$ cat config.mk
export PLATFORM = sky130hd
export DESIGN_NAME = hscb_front
export DESIGN_NICKNAME = d
export VERILOG_FILES = /design/src/hscb_pkg.sv /design/src/hscb_div.sv /design/src/hscb_front.sv
export SDC_FILE = /design/constraint.sdc
export NUM_CORES = 2
export LEC_CHECK = 0
export BUFFER_PORTS_ARGS = -buffer_cell sky130_fd_sc_hd__buf_2
export CAP_MARGIN = 20
export CORE_MARGIN = 8
export CORE_UTILIZATION = 38
export CTS_CLUSTER_SIZE = 28
export DETAILED_ROUTE_END_ITERATION = 8
export GPL_TIMING_DRIVEN = 1
export PLACE_DENSITY = 0.5
export SYNTH_ARGS = -nofsm -noshare
export SYNTH_HDL_FRONTEND = slang
export SYNTH_HIERARCHICAL = 1
export SYNTH_SLANG_ARGS = --single-unit
$ cat constraint.sdc
create_clock -name clk -period 12 [get_ports clk]
set_input_delay 2.4 -clock clk [delete_from_list [all_inputs] [get_ports clk]]
set_output_delay 2.4 -clock clk [all_outputs]
set_load 0.05 [all_outputs]
$ cat src/hscb_pkg.sv
package hscb_pkg;

  // Field widths of the pixel channels and the blend weight.
  localparam int CH_W = 8;
  localparam int WT_W = 9;
  localparam int WT_ONE = 256;

  // Internal HSL formats: hue in degrees with 6 fraction bits, S and L in Q16.
  localparam int H_W = 15;
  localparam int Q_W = 17;
  localparam int QONE = 65536;
  localparam int DEG60 = 3840;
  localparam int DEG360 = 23040;

  // Stages of the pipelined restoring dividers, one quotient bit per stage.
  localparam int DIV_QW = 17;

  // Reciprocals for the constant divisions: ceil(2^32 / 255) for lightness,
  // ceil(2^24 / 15) for the sector component after a shift by 8.
  localparam int L_RECIP = 16843010;
  localparam int X_RECIP = 1118482;

  // Queue depths; each exceeds the latency of the part that feeds it.
  localparam int MID_DEPTH = 32;
  localparam int OUT_DEPTH = 32;

  typedef struct packed {
    logic [CH_W-1:0] first_red;
    logic [CH_W-1:0] first_green;
    logic [CH_W-1:0] first_blue;
    logic [CH_W-1:0] first_alpha;
    logic [CH_W-1:0] second_red;
    logic [CH_W-1:0] second_green;
    logic [CH_W-1:0] second_blue;
    logic [CH_W-1:0] second_alpha;
    logic [WT_W-1:0] blend_weight;
  } pair_t;

  typedef struct packed {
    logic [CH_W-1:0] out_red;
    logic [CH_W-1:0] out_green;
    logic [CH_W-1:0] out_blue;
    logic [CH_W-1:0] out_alpha;
  } color_t;

  typedef struct packed {
    logic [H_W-1:0]  h;
    logic [Q_W-1:0]  s;
    logic [Q_W-1:0]  l;
    logic [CH_W-1:0] a;
  } hsla_t;

  typedef struct packed {
    hsla_t           first;
    hsla_t           second;
    logic [WT_W-1:0] weight;
  } mid_t;

endpackage

$ cat src/hscb_div.sv
module hscb_div #(
  parameter int NW = 24,
  parameter int DW = 8,
  parameter int QW = hscb_pkg::DIV_QW
) (
  input  logic          clk,
  input  logic [NW-1:0] num,
  input  logic [DW-1:0] den,
  output logic [QW-1:0] quo
);

  // Compare width covers the remainder and the divisor at its largest shift.
  localparam int CW = (NW > DW + QW) ? NW : DW + QW;

  logic [NW-1:0] rem [QW+1];
  logic [DW-1:0] dv  [QW+1];
  logic [QW-1:0] qv  [QW+1];

  assign rem[0] = num;
  assign dv[0]  = den;
  assign qv[0]  = '0;

  // One restoring step per stage, most significant quotient bit first.
  for (genvar s = 0; s < QW; s++) begin : g_stage
    localparam int J = QW - 1 - s;
    logic [CW-1:0] shd;
    logic [CW-1:0] rx;

    assign shd = CW'(dv[s]) << J;
    assign rx  = CW'(rem[s]);

    always_ff @(posedge clk) begin
      dv[s+1] <= dv[s];
      if (rx >= shd) begin
        rem[s+1] <= NW'(rx - shd);
        qv[s+1]  <= qv[s] | (QW'(1) << J);
      end else begin
        rem[s+1] <= rem[s];
        qv[s+1]  <= qv[s];
      end
    end
  end

  assign quo = qv[QW];

endmodule

$ cat src/hscb_front.sv
module hscb_front #(
  parameter int MID_DEPTH = hscb_pkg::MID_DEPTH
) (
  input  logic                clk,
  input  logic                rst,
  input  logic                push,
  input  hscb_pkg::pair_t     pair,
  output logic                full,
  input  logic                mid_pop,
  output logic                mid_wr,
  output hscb_pkg::mid_t      mid_item
);

  localparam int QW = hscb_pkg::DIV_QW;
  localparam int CW = $clog2(MID_DEPTH + 1);

  typedef struct packed {
    logic [hscb_pkg::H_W-1:0]  base;
    logic                      tneg;
    logic                      gray;
    logic [8:0]                sum;
    logic [hscb_pkg::CH_W-1:0] alpha;
  } pside_t;

  typedef struct packed {
    pside_t                    p1;
    pside_t                    p2;
    logic [hscb_pkg::WT_W-1:0] weight;
  } side_t;

  typedef struct packed {
    logic [23:0] s_num;
    logic [7:0]  s_den;
    logic [19:0] h_num;
    logic [7:0]  h_den;
    pside_t      side;
  } prep_t;

  // Max/min classification of one pixel and the operands of its two divisions.
  function automatic prep_t prep(input logic [7:0] r, input logic [7:0] g,
                                 input logic [7:0] b, input logic [7:0] a);
    prep_t      p;
    logic [7:0] mx;
    logic [7:0] mn;
    logic [7:0] d;
    logic [8:0] sum;
    logic [8:0] den;
    logic [8:0] t;
    mx = r;
    mn = r;
    if (g > mx) mx = g;
    if (b > mx) mx = b;
    if (g < mn) mn = g;
    if (b < mn) mn = b;
    d   = mx - mn;
    sum = {1'b0, mx} + {1'b0, mn};
    den = (sum <= 9'd255) ? sum : 9'd510 - sum;
    if (r >= g && r >= b) begin
      p.side.base = '0;
      t = {1'b0, g} - {1'b0, b};
    end else if (g >= r && g >= b) begin
      p.side.base = hscb_pkg::H_W'(2 * hscb_pkg::DEG60);
      t = {1'b0, b} - {1'b0, r};
    end else begin
      p.side.base = hscb_pkg::H_W'(4 * hscb_pkg::DEG60);
      t = {1'b0, r} - {1'b0, g};
    end
    p.side.tneg  = t[8];
    p.side.gray  = (d == 8'd0);
    p.side.sum   = sum;
    p.side.alpha = a;
    if (t[8]) t = 9'd0 - t;
    p.s_num = {d, 16'd0} + 24'(den[7:1]);
    p.s_den = p.side.gray ? 8'd1 : den[7:0];
    p.h_num = 20'(t[7:0]) * 20'(hscb_pkg::DEG60) + 20'(d[7:1]);
    p.h_den = p.side.gray ? 8'd1 : d;
    return p;
  endfunction

  // Hue from sector base and signed offset, wrapped to positive degrees.
  function automatic logic [hscb_pkg::H_W-1:0] hue(input pside_t sd,
                                                   input logic [QW-1:0] q);
    logic [15:0] mag;
    logic [15:0] bs;
    logic [15:0] h;
    mag = 16'(q[11:0]);
    bs  = 16'(sd.base);
    if (sd.gray) h = '0;
    else if (!sd.tneg) h = bs + mag;
    else if (bs >= mag) h = bs - mag;
    else h = bs + 16'(hscb_pkg::DEG360) - mag;
    return hscb_pkg::H_W'(h);
  endfunction

  // Lightness sum * 65536 / 510, rounded, by reciprocal multiplication.
  function automatic logic [hscb_pkg::Q_W-1:0] lgt(input logic [8:0] sum);
    logic [23:0] n;
    logic [48:0] p;
    n = {sum, 15'd0} + 24'd127;
    p = 49'(n) * 49'(hscb_pkg::L_RECIP);
    return p[48:32];
  endfunction

  logic          accept;
  logic [CW-1:0] cnt;
  prep_t         pa;
  prep_t         pb;
  prep_t         ra;
  prep_t         rb;
  side_t         side [QW+1];
  logic          vld  [QW+1];
  logic [QW-1:0] s1_q, h1_q, s2_q, h2_q;
  logic [hscb_pkg::WT_W-1:0] wsat;

  // Credit count of items between the input and the middle queue's head.
  assign accept = push && !full;
  assign full   = (cnt == CW'(MID_DEPTH));

  always_ff @(posedge clk) begin
    if (rst) begin
      cnt <= '0;
    end else begin
      cnt <= cnt + CW'(accept) - CW'(mid_pop);
    end
  end

  // Classification stage.
  assign pa   = prep(pair.first_red, pair.first_green, pair.first_blue, pair.first_alpha);
  assign pb   = prep(pair.second_red, pair.second_green, pair.second_blue,
                     pair.second_alpha);
  assign wsat = (pair.blend_weight > hscb_pkg::WT_W'(hscb_pkg::WT_ONE)) ?
                hscb_pkg::WT_W'(hscb_pkg::WT_ONE) : pair.blend_weight;

  // Side data travels alongside the dividers.
  always_ff @(posedge clk) begin
    ra <= pa;
    rb <= pb;
    side[0] <= '{p1: pa.side, p2: pb.side, weight: wsat};
    for (int i = 1; i <= QW; i++) begin
      side[i] <= side[i-1];
    end
  end

  always_ff @(posedge clk) begin
    if (rst) begin
      for (int i = 0; i <= QW; i++) begin
        vld[i] <= 1'b0;
      end
    end else begin
      vld[0] <= accept;
      for (int i = 1; i <= QW; i++) begin
        vld[i] <= vld[i-1];
      end
    end
  end

  // Saturation and hue dividers for both pixels.
  hscb_div #(.NW(24), .DW(8), .QW(QW)) u_s1 (.clk(clk), .num(ra.s_num), .den(ra.s_den),
                                             .quo(s1_q));
  hscb_div #(.NW(20), .DW(8), .QW(QW)) u_h1 (.clk(clk), .num(ra.h_num), .den(ra.h_den),
                                             .quo(h1_q));
  hscb_div #(.NW(24), .DW(8), .QW(QW)) u_s2 (.clk(clk), .num(rb.s_num), .den(rb.s_den),
                                             .quo(s2_q));
  hscb_div #(.NW(20), .DW(8), .QW(QW)) u_h2 (.clk(clk), .num(rb.h_num), .den(rb.h_den),
                                             .quo(h2_q));

  // Assemble the HSLA pair for the middle queue.
  assign mid_wr = vld[QW];
  always_comb begin
    mid_item.first.h  = hue(side[QW].p1, h1_q);
    mid_item.first.s  = side[QW].p1.gray ? '0 : hscb_pkg::Q_W'(s1_q);
    mid_item.first.l  = lgt(side[QW].p1.sum);
    mid_item.first.a  = side[QW].p1.alpha;
    mid_item.second.h = hue(side[QW].p2, h2_q);
    mid_item.second.s = side[QW].p2.gray ? '0 : hscb_pkg::Q_W'(s2_q);
    mid_item.second.l = lgt(side[QW].p2.sum);
    mid_item.second.a = side[QW].p2.alpha;
    mid_item.weight   = side[QW].weight;
  end

endmodule

======== Word level (Yosys, flattened, before mapping) ========
Memories as Yosys holds them, arrays and structs flattened.
Cells that the tools add are included.
cells by class
  add/sub/neg operators ................... 94
  $mul .................................... 4
  divide/modulo/power cells ............... 0
  order comparisons ....................... 89
  equal/unequal tests ..................... 1
  shifts and indexed selects .............. 0
  multiplexer cells ....................... 116
  bitwise operators ....................... 18
  reduce and logical (&&, ||, !) cells .... 8
operator list
  operator                count
  $mux 24                 32
  $mux 20                 32
  $sub 20x20->20          10
  $mux 15                 8
  $mul 24x24->48 const B  2
  $mux 8                  12
  $mux 17                 4
  $ge 8x8->1              8
  $sub 15x12->15          4
  $sub 8x8->9             6
  $add 24x7->24           2
  $add 24x7->24 const B   2
  $ge 20x24->1            2
  $ge 24x10->1            2
  $ge 24x11->1            2
  $ge 24x12->1            2
  $ge 24x13->1            2
  $ge 24x14->1            2
  $ge 24x15->1            2
  $ge 24x16->1            2
  $ge 24x17->1            2
  $ge 24x18->1            2
  $ge 24x19->1            2
  $ge 24x20->1            2
  other kinds (72)        184
storage, ports and cells
  register bits ........................... 3008
  latch bits .............................. 0
  RAM bits ................................ 1404
  ROM bits ................................ 0
  bits of input ports ..................... 77
  output and inout port bits .............. 125
  logic and storage cells ................. 591
  memories kept ........................... 2
memory list
  memory  depth  bits a word  read ports  clocked after memory_dff  write ports  RTL line           RTL
  side    18     77           18          0                         18           hscb_front.sv:110  side_t side [QW+1];
  vld     18     1            18          0                         18           hscb_front.sv:111  logic vld [QW+1];

======== Longest topological paths before layout ========
  word-level depth ........................ 8
  mapped depth ............................ 38
  depth with buffers taken out ............ 36

======== By module ========
The synthesis kept the hierarchy.
modules (own cells, without submodules)
  module                instances  cells an instance  area an instance (µm²)  sequential area each (µm²)
  hscb_div at u_s1 ...  2          2248               24049.3                 13312.8
  hscb_front            1          2800               33835.0                 21220.4
  hscb_div at u_h1      1          1880               20802.5                 12031.5
  hscb_div at u_h2      1          1888               20784.9                 12031.5

======== Least setup slack after synthesis ========
Ideal clock, no wire load.
  path kind ............................... input -> register
  start point ............................. in pair[26] (netlist name)
  end point ............................... reg u_s2.dv, in the netlist rb[62]
  setup time .............................. 0.062 ns
  arrival time ............................ 8.974 ns
  data required time ...................... 11.938 ns
  slack ................................... 2.964 ns
  cell stages on the path ................. 38
  buffers on the path ..................... 3
  path through ............................ inv_1 ha_1 nor2b_1 o21ai_0 a21boi_0 o21ai_0 a21boi_0 o21a_1 o21ai_0 a21boi_1 clkbuf_1 nand2_1 o21ai_0 inv_1 ha_1 a21oi_1 nor2b_1 o21ai_0 (+2 left out) a31oi_1 clkbuf_1 mux2i_1 ha_1 clkbuf_1 inv_1 a21oi_1 nor2_1 nor2_1 nor2_1 nor2_1 nor2_1 nor2_1 nor2_1 nor2_1 xor2_1 nor4_1 nand2b_1
RTL lines
  what         RTL line         RTL
  from (decl)  hscb_front.sv:7  input hscb_pkg::pair_t pair,
  to (decl)    hscb_div.sv:16   logic [DW-1:0] dv [QW+1];

==> impl_results.md <==
- First-pass GRT wire length: roughly 400 mm
- Class of the worst hold path: flop to flop
- Post-CTS Resized: 0
- GP Congestion: approximately 0.84
- Max-cap violations: 0
- Post-Syn Area: between 100000 and 150000 sq um
- Clock sink count: 3442
- Crit Path Max Fanout: 14
- Final period util: 0.7823
- Crit end category: flop
- CTS tree: built
- Num rows: approximately 210
- Via density: around 4.7
- Initial Utilization: 0.3820
- CP max stage cell: nor2_1
- Crit path largest cell delay: 0.71 ns
- DR iter-0 viols: approximately 3400
- RSZ-0062 raised after global routing: false
- CTS buffer count: 356
- Buffers from clock root to sink, at most: 4
- HPWL Detailed: roughly 190 mm
- Detailed Routing Iterations Pass 1: 5
- Core area: ~320000 sq um
- Min cycle time layout: 9.387 ns
- Clk_lat worst skew: roughly 0.92 ns
- Antenna Nets Post-Route: 0
- F_max: 106.5 MHz
- Avg Cell Area, Syn: between 10 and 15 sq um
- Setup TNS: 0 ns
- Detailed-route wire length per cell: 15.71 um
- Layout Cells excl Fill: about 16000
- Global route hottest layer: met2
- Outcome: complete, no violations
- WP data arrival: 10.20 ns
- Post-CTS setup repair buffer count: 0
- Area delta synth->final: 14.82%
- Nets: about 12000
- Clock skew: 0.06014 ns
- Max-slew violations: 0
- Slew @ Worst Pin: 0.9655 ns
- H-tree Lvls: 5
- Number of global-route vias before repair: 75788
- Final Instance Area: about 140000 sq um
- GRT met1 Usage: 0.1799
- DRT Wirelength: 247.6 mm
- Yosys warns: 6
- Hold Buf Count CTS: 0
- DIE AREA: around 340000 sq um
- Worst path required time: 12.81 ns
- Commonest non-fill, non-tap cell in the layout: dfxtp_1
- Initial antenna violation count: 14
- Die X: just under 600 um
- Share of layout cells above drive strength 1: 0.09695
- Die Y: roughly 580 um
- IO Pins: about 200
- CTS root buffer: clkbuf_16
- DRC errors left: 0
- Routed via count: roughly 74000
- Critical path launch point type: input pin
- Most frequent cells in the layout: 3440 x dfxtp_1, 911 x inv_1, 786 x ha_1, 638 x nor2_1, 499 x nand2_1
- Post-synthesis cell count: 10898
- Met3 GRT Util: 0.02464
- Met2 global-route usage: 0.2483
- Fin. Hold Viols: 0
- Worst-path clk slew: approximately 0.060 ns
- Finish-stage setup viols: 0
- DP Area: roughly 130000 sq um
- Largest net degree at the start of global routing: 33
- Total GRT Usage: 0.1431
- IO Port Bufs: approximately 200
- Placed insts: around 15000
- Slew margin rel.: 0.3482
- Total grt overflow: 0
- Setup CP Type: input pin to flop
sequential cells by signal (all words and copies together), names as in the netlist, 136 cells and up:
register,flops
side,952
u_h1/g_stage.rx,320
u_h2/g_stage.rx,320
u_s1/g_stage.rx,384
u_s1/qv,136
u_s2/g_stage.rx,384
u_s2/qv,136
path summary, 6_finish.rpt:
check | startpoint | to | slack, ns | cells after the start
hold reg to reg | u_s1/qv[73] | u_s1/qv[56] | 0.29 | 0
setup / recovery | pair[26] | rb[66] | 2.61 | 35
setup reg to reg | u_h2/dv[59] | u_h2/g_stage[11].rx[10] | 8.66 | 7
hold / removal | u_s1/qv[73] | u_s1/qv[56] | 0.29 | 0
metrics by stage:
step	hold slack (ns)	setup slack, ns	util
after floorplan	0.3096	2.964	-
after global placement	0.3095	1.513	0.3989
after detailed placement	0.3121	1.499	0.3989
after CTS	0.2826	2.447	0.4384
after global routing	0.2831	1.915	0.4386
final	0.2930	2.613	0.4386
worst max-delay path: cells and delay by family:
kind,cells,cell delay (ns)
AO/OA/AOI/OAI,10,2.06
XOR/XNOR,2,0.62
adder cells (fa/ha/maj),4,1.27
buffers and inverters,3,0.35
multiplexers,1,0.46
AND/OR/NAND/NOR,15,3.03
layer usage:
metal | share of wire | up-vias
li1 | - | 38182
met1 | 0.46 | 34508
met2 | 0.47 | 1243
met3 | 0.038 | 482
met4 | 0.033 | 2
met5 | 0.000048 | -
layout make-up:
type                       count  area (sq um)
fill                       29130        177000
sequential                  3442         68910
multi-input combinational   6372         47080
clock buffer                 482         10000
tap                         4160          5205
inverter                     915          3435
clock inverter               169          2447
timing repair buffer         224          1180
antenna                        3         7.507
Power is not shown: default switching activity piles up to over one toggle a cycle in this logic, so the estimate is an artifact.
