`config.mk`:
```
export PLATFORM = sky130hd
export DESIGN_NAME = hscb_fifo
export DESIGN_NICKNAME = d
export VERILOG_FILES = /design/src/hscb_pkg.sv /design/src/hscb_fifo.sv
export SDC_FILE = /design/constraint.sdc
export NUM_CORES = 1
export LEC_CHECK = 0
export ABC_AREA = 0
export BUFFER_PORTS_ARGS = -buffer_cell sky130_fd_sc_hd__buf_4
export CAP_MARGIN = 20
export CORE_ASPECT_RATIO = 1.75
export CORE_UTILIZATION = 30
export CTS_CLUSTER_DIAMETER = 80
export DETAILED_ROUTE_END_ITERATION = 8
export PLACE_DENSITY = 0.48
export SETUP_SLACK_MARGIN = 0.2
export SLEW_MARGIN = 20
export SYNTH_ARGS = -nofsm -noshare
export SYNTH_HDL_FRONTEND = slang
export SYNTH_SLANG_ARGS = --single-unit
```
`constraint.sdc`:
```
create_clock -name clk -period 4.5 [get_ports clk]
set_clock_uncertainty 0.2 [all_clocks]
set_input_delay 0 -clock clk [delete_from_list [all_inputs] [get_ports clk]]
set_output_delay 0 -clock clk [all_outputs]
set_load 0.02 [all_outputs]
```
`src/hscb_pkg.sv`:
```
package hscb_pkg;

  // Field widths of the pixel channels and the blend weight.
  localparam int CH_W = 8;
  localparam int WT_W = 9;
  localparam int WT_ONE = 256;

  // Internal HSL formats: hue in degrees with 6 fraction bits, S and L in Q16.
  localparam int H_W = 15;
  localparam int Q_W = 17;
  localparam int QONE = 65536;
  localparam int DEG60 = 3840;
  localparam int DEG360 = 23040;

  // Stages of the pipelined restoring dividers, one quotient bit per stage.
  localparam int DIV_QW = 17;

  // Reciprocals for the constant divisions: ceil(2^32 / 255) for lightness,
  // ceil(2^24 / 15) for the sector component after a shift by 8.
  localparam int L_RECIP = 16843010;
  localparam int X_RECIP = 1118482;

  // Queue depths; each exceeds the latency of the part that feeds it.
  localparam int MID_DEPTH = 32;
  localparam int OUT_DEPTH = 32;

  typedef struct packed {
    logic [CH_W-1:0] first_red;
    logic [CH_W-1:0] first_green;
    logic [CH_W-1:0] first_blue;
    logic [CH_W-1:0] first_alpha;
    logic [CH_W-1:0] second_red;
    logic [CH_W-1:0] second_green;
    logic [CH_W-1:0] second_blue;
    logic [CH_W-1:0] second_alpha;
    logic [WT_W-1:0] blend_weight;
  } pair_t;

  typedef struct packed {
    logic [CH_W-1:0] out_red;
    logic [CH_W-1:0] out_green;
    logic [CH_W-1:0] out_blue;
    logic [CH_W-1:0] out_alpha;
  } color_t;

  typedef struct packed {
    logic [H_W-1:0]  h;
    logic [Q_W-1:0]  s;
    logic [Q_W-1:0]  l;
    logic [CH_W-1:0] a;
  } hsla_t;

  typedef struct packed {
    hsla_t           first;
    hsla_t           second;
    logic [WT_W-1:0] weight;
  } mid_t;

endpackage

```
`src/hscb_fifo.sv`:
```
module hscb_fifo #(
  parameter int WIDTH = 8,
  parameter int DEPTH = hscb_pkg::MID_DEPTH
) (
  input  logic             clk,
  input  logic             rst,
  input  logic             wr_en,
  input  logic [WIDTH-1:0] wr_data,
  input  logic             rd_en,
  output logic [WIDTH-1:0] rd_data,
  output logic             empty
);

  localparam int AW = (DEPTH > 1) ? $clog2(DEPTH) : 1;
  localparam int CW = $clog2(DEPTH + 1);

  logic [WIDTH-1:0] mem [DEPTH];
  logic [AW-1:0]    wr_ptr;
  logic [AW-1:0]    rd_ptr;
  logic [CW-1:0]    count;
  logic [WIDTH-1:0] head;
  logic             head_vld;
  logic             load;

  // The head register takes the oldest stored entry when it is free or being read.
  assign load = (count != '0) && (!head_vld || rd_en);

  // Storage; the writer never exceeds the depth, so no full check is needed.
  always_ff @(posedge clk) begin
    if (wr_en) begin
      mem[wr_ptr] <= wr_data;
    end
    if (load) begin
      head <= mem[rd_ptr];
    end
  end

  // Pointers, fill count of the storage and the head flag.
  always_ff @(posedge clk) begin
    if (rst) begin
      wr_ptr   <= '0;
      rd_ptr   <= '0;
      count    <= '0;
      head_vld <= 1'b0;
    end else begin
      if (wr_en) begin
        wr_ptr <= (wr_ptr == AW'(DEPTH - 1)) ? '0 : wr_ptr + 1'b1;
      end
      if (load) begin
        rd_ptr <= (rd_ptr == AW'(DEPTH - 1)) ? '0 : rd_ptr + 1'b1;
      end
      count <= count + CW'(wr_en) - CW'(load);
      if (load) begin
        head_vld <= 1'b1;
      end else if (rd_en) begin
        head_vld <= 1'b0;
      end
    end
  end

  assign rd_data = head;
  assign empty   = !head_vld;

endmodule

```
After elaboration in Yosys (flattened, before gate mapping)
Memory sizes are Yosys's and may differ from the RTL's. A register that Yosys moved wholly into a read port is not among the register bits.
Index checks and enable logic that the tools add are counted.
- register bits: 17
- memory bits (writable): 256
- output and inout bits: 9
- word-level logic and storage cells: 22
- memories kept: 1
- add/sub/neg operators: 4
- eq/ne operators: 2
- multiplexer cells: 6
- reductions and logical operators: 5
- memory list (name ; words ; bits a word ; rd ports ; clocked after Yosys merged registers in ; wr ports ; line ; text):
    mem ; 32 ; 8 ; 1 ; 1 ; 1 ; hscb_fifo.sv:17 ; logic [WIDTH-1:0] mem [DEPTH];
- operators with widths (cell ; count):
    $add 5x1->5 const B ; 2
    $eq 5x5->1 const B ; 2
    $mux 5 ; 2
    $add 6x1->6 ; 1
    $reduce_bool 6->1 ; 1
    $sub 6x1->6 ; 1
    $mux 1 ; 4
    $reduce_bool 2->1 ; 1
    $logic_and 1x1->1 ; 1
    $logic_not 1->1 ; 1
    $logic_or 1x1->1 ; 1

Logic depth before layout (Yosys ltp)
Gate-level depths: netlist of the first run.
- depth after elaboration: 4
- mapped depth: 15
- gate-level depth less buffers: 14

Least setup slack after synthesis of the first run
Ideal clock, no wire load.
- path type: reg2reg
- start point: reg count[4]
- end point: reg count[4]
- library setup time: 131 ps
- arrival time: 2788 ps
- data required time: 4169 ps
- setup slack: 1380 ps
- stages on the path, launching flop included: 16
- path buffers: 1
- cells stage by stage: dfxtp_1 -> inv_1 -> ha_1 -> nor4bb_1 -> nand2b_1 -> clkbuf_1 -> inv_1 -> ha_1 -> inv_1 -> ha_1 -> inv_1 -> fa_1 -> nand2b_1 -> a21oi_1 -> o21a_1 -> nor3_1
- word-level cells in the longest chain between the ends: 3
- RTL lines (item ; line ; text):
    start, declared ; hscb_fifo.sv:20 ; logic [CW-1:0] count;
    start signal, assigned ; hscb_fifo.sv:52 ; count <= count + CW'(wr_en) - CW'(load);
    $reduce_bool 6->1 ; hscb_fifo.sv:26 ; assign load = (count != '0) && (!head_vld || rd_en);
    $logic_and 1x1->1 ; hscb_fifo.sv:26 ;
    named net load ; hscb_fifo.sv:23 ; logic load;
    $sub 6x1->6 ; hscb_fifo.sv:52 ;
The timed path passes the listed nets, and every way through them passes these cells.
A chain may end at the register's enable or synchronous reset.

Final worst setup path of the first run
- start point: reg count[4]
- end point: reg count[1]
Same word-level chain as after synthesis.

==> results.py, run 1 <==
metrics = {
    "setup_path": {
        "worst-path-buf-inv": 5,
        "critical_path_class": "reg2reg",
        "cp_cell_sequence": "inv_1 > ha_1 > nor4bb_1 > nand2b_1 > inv_1 > ha_1 > inv_1 > ha_1 > inv_1 > fa_1 > nor2_1 > dlygate4sd3_1",
        "crit_top_cell": "inv_1",
        "cpLargestDelayFamily": "adder cells",
        "crit_path_max_fanout": 9,
        "crit_slowest_cell": "dlygate4sd3_1",
        "startpoint_type": "flip-flop",
        "cpPeakStageDelay_ns": 0.56,
        "endpoint_kind": "flip-flop",
        "required_ns": 4.72,
        "startpoint": "count[4]$_SDFF_PP0_",
        "worstPathArrival_ns": 3.89,
        "worstReg2RegStart": "count[4]$_SDFF_PP0_",
    },
    "drt": {
        "detail-route-antenna-nets": 0,
        "drc": 0,
        "vias_per_cell": 4.941,
        "drt-initial-drc-count": 410,
        "routed-via-count": 5751,
        "routed.top_layer": "met4",
        "met1Wirelength_um": 9869,
        "drt-pass1-iter-count": 4,
        "wl_met2_um": 15590,
        "routed_wl_um": 27050,
        "wire_per_inst_um": 23.24,
        "dr_wl_met3_um": 661,
    },
    "grt": {
        "antenna_found_initial": 0,
        "grt_util_all_layers": 0.1462,
        "grt_max_degree": 45,
        "grt_pass1_vias": 6235,
        "grt_overflow": 0,
        "grt_pass1_wl_um": 40560,
    },
    "sta": {
        "final_hold_viol_count": 0,
        "fmaxAchievable_mhz": 272.4,
        "rsz0062_at_grt": "false",
        "post-route-period-util": 0.8157,
        "fin_setup_tns_ns": 0,
        "hold_slack_ns": 0.1456,
        "period_minus_slack_ns": 3.671,
        "setup_viol": 0,
        "maxSlewViolCount": 0,
        "worst_pin_slew_ns": 1.077,
        "slew_headroom": 0.2808,
        "fin_ws_ns": 0.8291,
    },
    "synth": {
        "syn_area_um2": 11290,
        "syn-num-nets": 660,
        "ys.flop_type": "edfxtp_1",
        "synth_common_cells": "edfxtp_1, mux2i_1, nor2_1",
        "synth_area_leaders": "edfxtp_1, mux2i_1, mux4_2, dfxtp_1, mux4_1",
        "syn_avg_cell_area_um2": 17.86,
        "synth_area_leader_cell": "edfxtp_1",
        "syn_inst": 632,
        "ys_seq_area_frac": 0.7324,
        "synth-seq-cells": 281,
        "synth-edff-count": 264,
        "yosysMostFrequentCell": "edfxtp_1",
        "ys_warn_count": 0,
        "yosysUniqueCellTypes": 41,
        "yosys.area.top_type_share": 0.7022,
        "ys_async_sr_fraction": 0,
    },
    "floorplan": {
        "rows": 93,
        "die_w_um": 148.6,
        "ios": 21,
        "die_h_um": 258.6,
        "initial_core_util": 0.3061,
        "die_area_um2": 38440,
        "core_um2": 36890,
    },
    "cells_and_area": {
        "n_fill_cell": 3450,
        "layout-drive-gt1-share": 0.1524,
        "diodes": 0,
        "stdcell_count": 1164,
        "final_util": 0.3514,
        "area_growth_pct": 14.83,
        "fin_nets": 697,
    },
    "clocking": {
        "hold_buffers": 12,
        "root_buffer": "clkbuf_16",
        "cts-resized-gates": 0,
        "cts_max_level": 1,
        "cts_buffers": 26,
        "cts_sinks": 281,
        "clk_pin_slew_ns": 0.07,
        "clockBufferDepth": 3,
        "tritoncts": "done",
        "postCtsSetupBuffers": 0,
        "clock_latency_ns": 0.53,
    },
    "power": {
        "ir_drop_mv": 0.2302,
        "power.leakage_uw": 0.004196,
        "seqPwrFrac": 0.459,
        "powerDensity_nw_per_um2": 530.8,
        "p_comb_frac": 0.207,
        "pwr-share-clk": 0.334,
        "sw_frac_of_total": 0.2819,
        "p_int_uw": 4941,
        "switchingPower_uw": 1940,
    },
    "placement": {
        "hpwlAfterDp_um": 17900,
        "io_buffers": 20,
        "place_inst": 1104,
        "gp_congestion": 0.8034,
        "dp_slack_ns": 0.9339,
    },
    "job": {
        "cap_violations": 0,
    },
    "min_path": {
        "hp-class": "in2reg",
        "hold_path_startpoint": "rst",
    },
    "status": {
        "status": "complete, no violations",
    },
}
==> metal layers <==
metal  vias to the layer above  track usage
li1                       2611            -
met1                      2997       0.1525
met2                       104       0.2887
met3                        39      0.01461
met4                         0      0.06271
met5                         -            0
==> cell type report <==
| type | count | area, µm² | share of cell area |
|---|---|---|---|
| clock buffer | 30 | 686.9 | 0.05299 |
| clock inverter | 18 | 192.7 | 0.01486 |
| inverter | 14 | 52.55 | 0.004054 |
| multi-input combinational | 302 | 2804 | 0.2163 |
| sequential | 281 | 8273 | 0.6382 |
| tap | 475 | 594.3 | 0.04584 |
| timing repair buffer | 44 | 360.3 | 0.02780 |
==> cell families (layout without fill, tap and decap cells) <==
group                      after synthesis  count (layout)  share of synthesized area
AOI/OAI and AO/OA                       64              64                    0.04200
DFF                                    281             281                     0.7324
adders and majority gates               16              16                    0.01840
xor gates and xnor gates                 2               2                   0.001552
buffers and inverters                   49             106                    0.02372
and+or+nand+nor                        119             119                    0.05364
muxes                                  101             101                     0.1283
==> power groups by stage <==
stage | clock [µW] | sequential [µW] | combinational [µW]
floorplan | 0 | 3110 | 1070
global route | 2440 | 3190 | 1540
finish | 2300 | 3160 | 1430
global placement | 0 | 3230 | 1400
CTS | 2350 | 3180 | 1460
detailed placement | 0 | 3240 | 1440
==> metrics by stage <==
stage / power [µW] / area (µm²)
finish: 6882 / 12960
global route: 7159 / 12960
CTS: 6986 / 12930
detailed placement: 4675 / 11930
global placement: 4623 / 11920
floorplan: 4180 / 11290
==> worst min-delay path: stages <==
cell and delay (ns):
dlygate4sd3_1 0.53, buf_4 0.24, a21oi_1 0.06
==> placed cells by master (no fill, tap or decap), types with 3 or more instances in the layout <==
cell type,n
buf_4,32
nor3b_1,4
clkinv_1,5
mux2i_1,69
edfxtp_1,264
a221oi_1,7
nand3_1,27
nor2_1,34
dfxtp_1,15
nand2b_1,6
bufinv_16,4
ha_1,15
inv_1,14
clkbuf_16,27
mux4_1,10
nor2b_1,4
nand2_1,9
nor3_2,7
and3_1,5
o21ai_0,3
dlygate4sd3_1,12
nand3b_1,4
nor3_1,9
a21oi_1,8
mux4_2,22
a22o_1,8
clkinv_2,7
clkbuf_1,3
a22oi_1,33
==> state kept, by name, indices dropped and copies added, names as in the netlist <==
| signal | count |
|---|---|
| mem | 256 |
| rd_data | 8 |
| count | 6 |
| rd_ptr | 5 |
| wr_ptr | 5 |
| head_vld | 1 |
==> worst paths after layout <==
kind,endpoint,slack (ns),cells past startpoint
worst max-delay path,count[1]$_SDFF_PP0_,0.83,12
worst max register to register,count[1]$_SDFF_PP0_,0.83,12
worst min-delay path,wr_ptr[1]$_SDFFE_PP0P_,0.15,3
worst min register to register,wr_ptr[1]$_SDFFE_PP0P_,0.34,2
Power figures use the tool's default switching activity.
==> inputs of run 2 (changes only) <==
==> constraint.sdc (replaced) <==
create_clock -name clk -period 3.81 [get_ports clk]
set_clock_uncertainty 0.2 [all_clocks]
set_input_delay 0 -clock clk [delete_from_list [all_inputs] [get_ports clk]]
set_output_delay 0 -clock clk [all_outputs]
set_load 0.02 [all_outputs]
==> results.py, run 2 (synthesis gave the netlist of run 1 again) <==
metrics = {
    "sta": {
        "maxSlewViolCount": 0,
        "post-route-period-util": 0.8322,
        "worst_pin_slew_ns": 0.9880,
        "hold_slack_ns": 0.1486,
        "slew_headroom": 0.3389,
        "fin_setup_tns_ns": 0,
        "rsz0062_at_grt": "false",
        "period_minus_slack_ns": 3.171,
        "setup_viol": 0,
        "fmaxAchievable_mhz": 315.4,
        "final_hold_viol_count": 0,
    },
    "floorplan": {
        "core_um2": 36890,
        "die_w_um": 148.6,
        "rows": 93,
        "die_h_um": 258.6,
        "ios": 21,
        "initial_core_util": 0.3061,
        "die_area_um2": 38440,
    },
    "setup_path": {
        "startpoint_type": "flip-flop",
        "reg2reg_depth": 14,
        "worstPathArrival_ns": 3.42,
        "required_ns": 4.06,
        "critical_path_class": "reg2reg",
        "r2r-end": "count[4]$_SDFF_PP0_",
        "endpoint_kind": "flip-flop",
        "reg2reg_slack_ns": 0.64,
        "worstReg2RegStart": "count[4]$_SDFF_PP0_",
        "crit_path_max_fanout": 6,
    },
    "drt": {
        "drt-pass1-iter-count": 6,
        "detail-route-antenna-nets": 0,
        "wire_per_inst_um": 22.43,
        "drt-initial-drc-count": 374,
        "drc": 0,
        "routed_wl_um": 26220,
        "routed-via-count": 5656,
        "vias_per_cell": 4.838,
    },
    "clocking": {
        "clock_latency_ns": 0.53,
        "postCtsSetupBuffers": 0,
        "tritoncts": "done",
        "cts_sinks": 281,
        "clockBufferDepth": 3,
        "cts_buffers": 25,
        "cts_max_level": 1,
        "cts-resized-gates": 0,
        "root_buffer": "clkbuf_16",
        "clk_pin_slew_ns": 0.07,
    },
    "power": {
        "power.leakage_uw": 0.004230,
        "ir_drop_mv": 0.3004,
        "powerDensity_nw_per_um2": 619.6,
    },
    "status": {
        "status": "complete, no violations",
    },
    "min_path": {
        "hold_path_startpoint": "rd_en",
        "hp-class": "in2reg",
        "hold-path-endpoint": "head_vld$_SDFFE_PP0P_",
        "whs_path_depth": 4,
    },
    "placement": {
        "gp_congestion": 0.7366,
        "hpwlAfterDp_um": 17530,
        "io_buffers": 20,
    },
    "cells_and_area": {
        "ff_latch_area_um2": 8272,
        "fin_nets": 704,
        "multi_input_area_um2": 2774,
        "layout_common_cells": "edfxtp_1, mux2i_1, buf_4, nor2_1, a22oi_1",
        "regMostFlops": "mem",
        "layout-drive-gt1-share": 0.1527,
        "diodes": 0,
        "area_growth_pct": 14.97,
        "final_common_cell": "edfxtp_1",
        "n_fill_cell": 3384,
        "largest_reg_flops": 256,
    },
    "grt": {
        "grt_pass1_vias": 6063,
        "grt_overflow": 0,
        "grt_pass1_wl_um": 38870,
        "grt_max_degree": 69,
        "antenna_found_initial": 0,
        "grt_util_all_layers": 0.1405,
    },
    "job": {
        "cap_violations": 0,
    },
}
-- run 2: changes by cell type in the layout (fill, tap and decap cells not counted), moves of 2 or more --
cell       delta
buf_4         +8
nor3_1        +7
nor3_2        -7
clkbuf_1      -3
clkbuf_16     -2
clkinv_2      -2
clkinv_4      +2
-- run 2: worst max-delay path by stage --
| stage | start | to | slack, ns | cells past startpoint |
|---|---|---|---|---|
| 5_1_grt | count[4]$_SDFF_PP0_ | count[4]$_SDFF_PP0_ | 0.41 | 14 |
| 2_1_floorplan | count[4]$_SDFF_PP0_ | count[4]$_SDFF_PP0_ | 0.69 | 15 |
| 6_report | count[4]$_SDFF_PP0_ | count[4]$_SDFF_PP0_ | 0.64 | 14 |
| 3_5_place_dp | count[4]$_SDFF_PP0_ | count[4]$_SDFF_PP0_ | 0.63 | 14 |
| 4_1_cts | count[4]$_SDFF_PP0_ | count[4]$_SDFF_PP0_ | 0.63 | 14 |
| 3_3_place_gp | count[4]$_SDFF_PP0_ | count[4]$_SDFF_PP0_ | 0.74 | 14 |
-- run 2: cell type report --
class / instances / share of cell area
repair buffers: 52 / 0.03316
flip-flops and latches: 281 / 0.6373
inverters: 14 / 0.004049
clock inverters: 20 / 0.01783
well taps: 475 / 0.04579
clock buffers: 25 / 0.04820
multi-input cells: 302 / 0.2137
-- run 2: per-layer routing --
metal  wire, µm  vias to the layer above  share of wire  global-route usage
met4        769                        0          0.029             0.05069
met2      15390                       74           0.59              0.2874
li1           -                     2611              -                   -
met3        634                       35          0.024             0.01180
met1       9423                     2936           0.36              0.1430
met5          0                        -              0                   0
-- run 2: per-stage QoR --
stage / std cells / util / setup slack (ns) / power [µW] / instance area (µm²)
finish: 1169 / 0.3519 / 0.6394 / 8043 / 12980
global route: 1169 / 0.3519 / 0.4116 / 8361 / 12980
CTS: 1169 / 0.3519 / 0.6323 / 8152 / 12980
detailed placement: 1113 / 0.3257 / 0.6298 / 5507 / 12010
global placement: 1113 / 0.3253 / 0.7416 / 5448 / 12000
floorplan: 632 / - / 0.6902 / 4936 / 11290
-- run 2: critical path, cell delays in order (launching register included) --
cell	delay, ns
dfxtp_1	0.30
inv_1	0.07
ha_1	0.14
nor4bb_1	0.40
nand2b_1	0.31
inv_1	0.11
ha_1	0.28
inv_1	0.06
ha_1	0.17
inv_1	0.06
fa_1	0.42
nand2b_1	0.16
a21oi_1	0.18
nor3_1	0.06
nor3_1	0.16
-- run 2: where the power goes --
group / leakage, µW / switching, µW / internal (µW)
clock network: 0.000421 / 1110 / 1540
logic: 0.00128 / 948 / 760
registers: 0.00253 / 175 / 3510
-- run 2: timing repair --
item                                    CTS  global route
endpoints found under the setup margin    0             0
hold endpoints to repair                289             0
hold buffers                             11             0
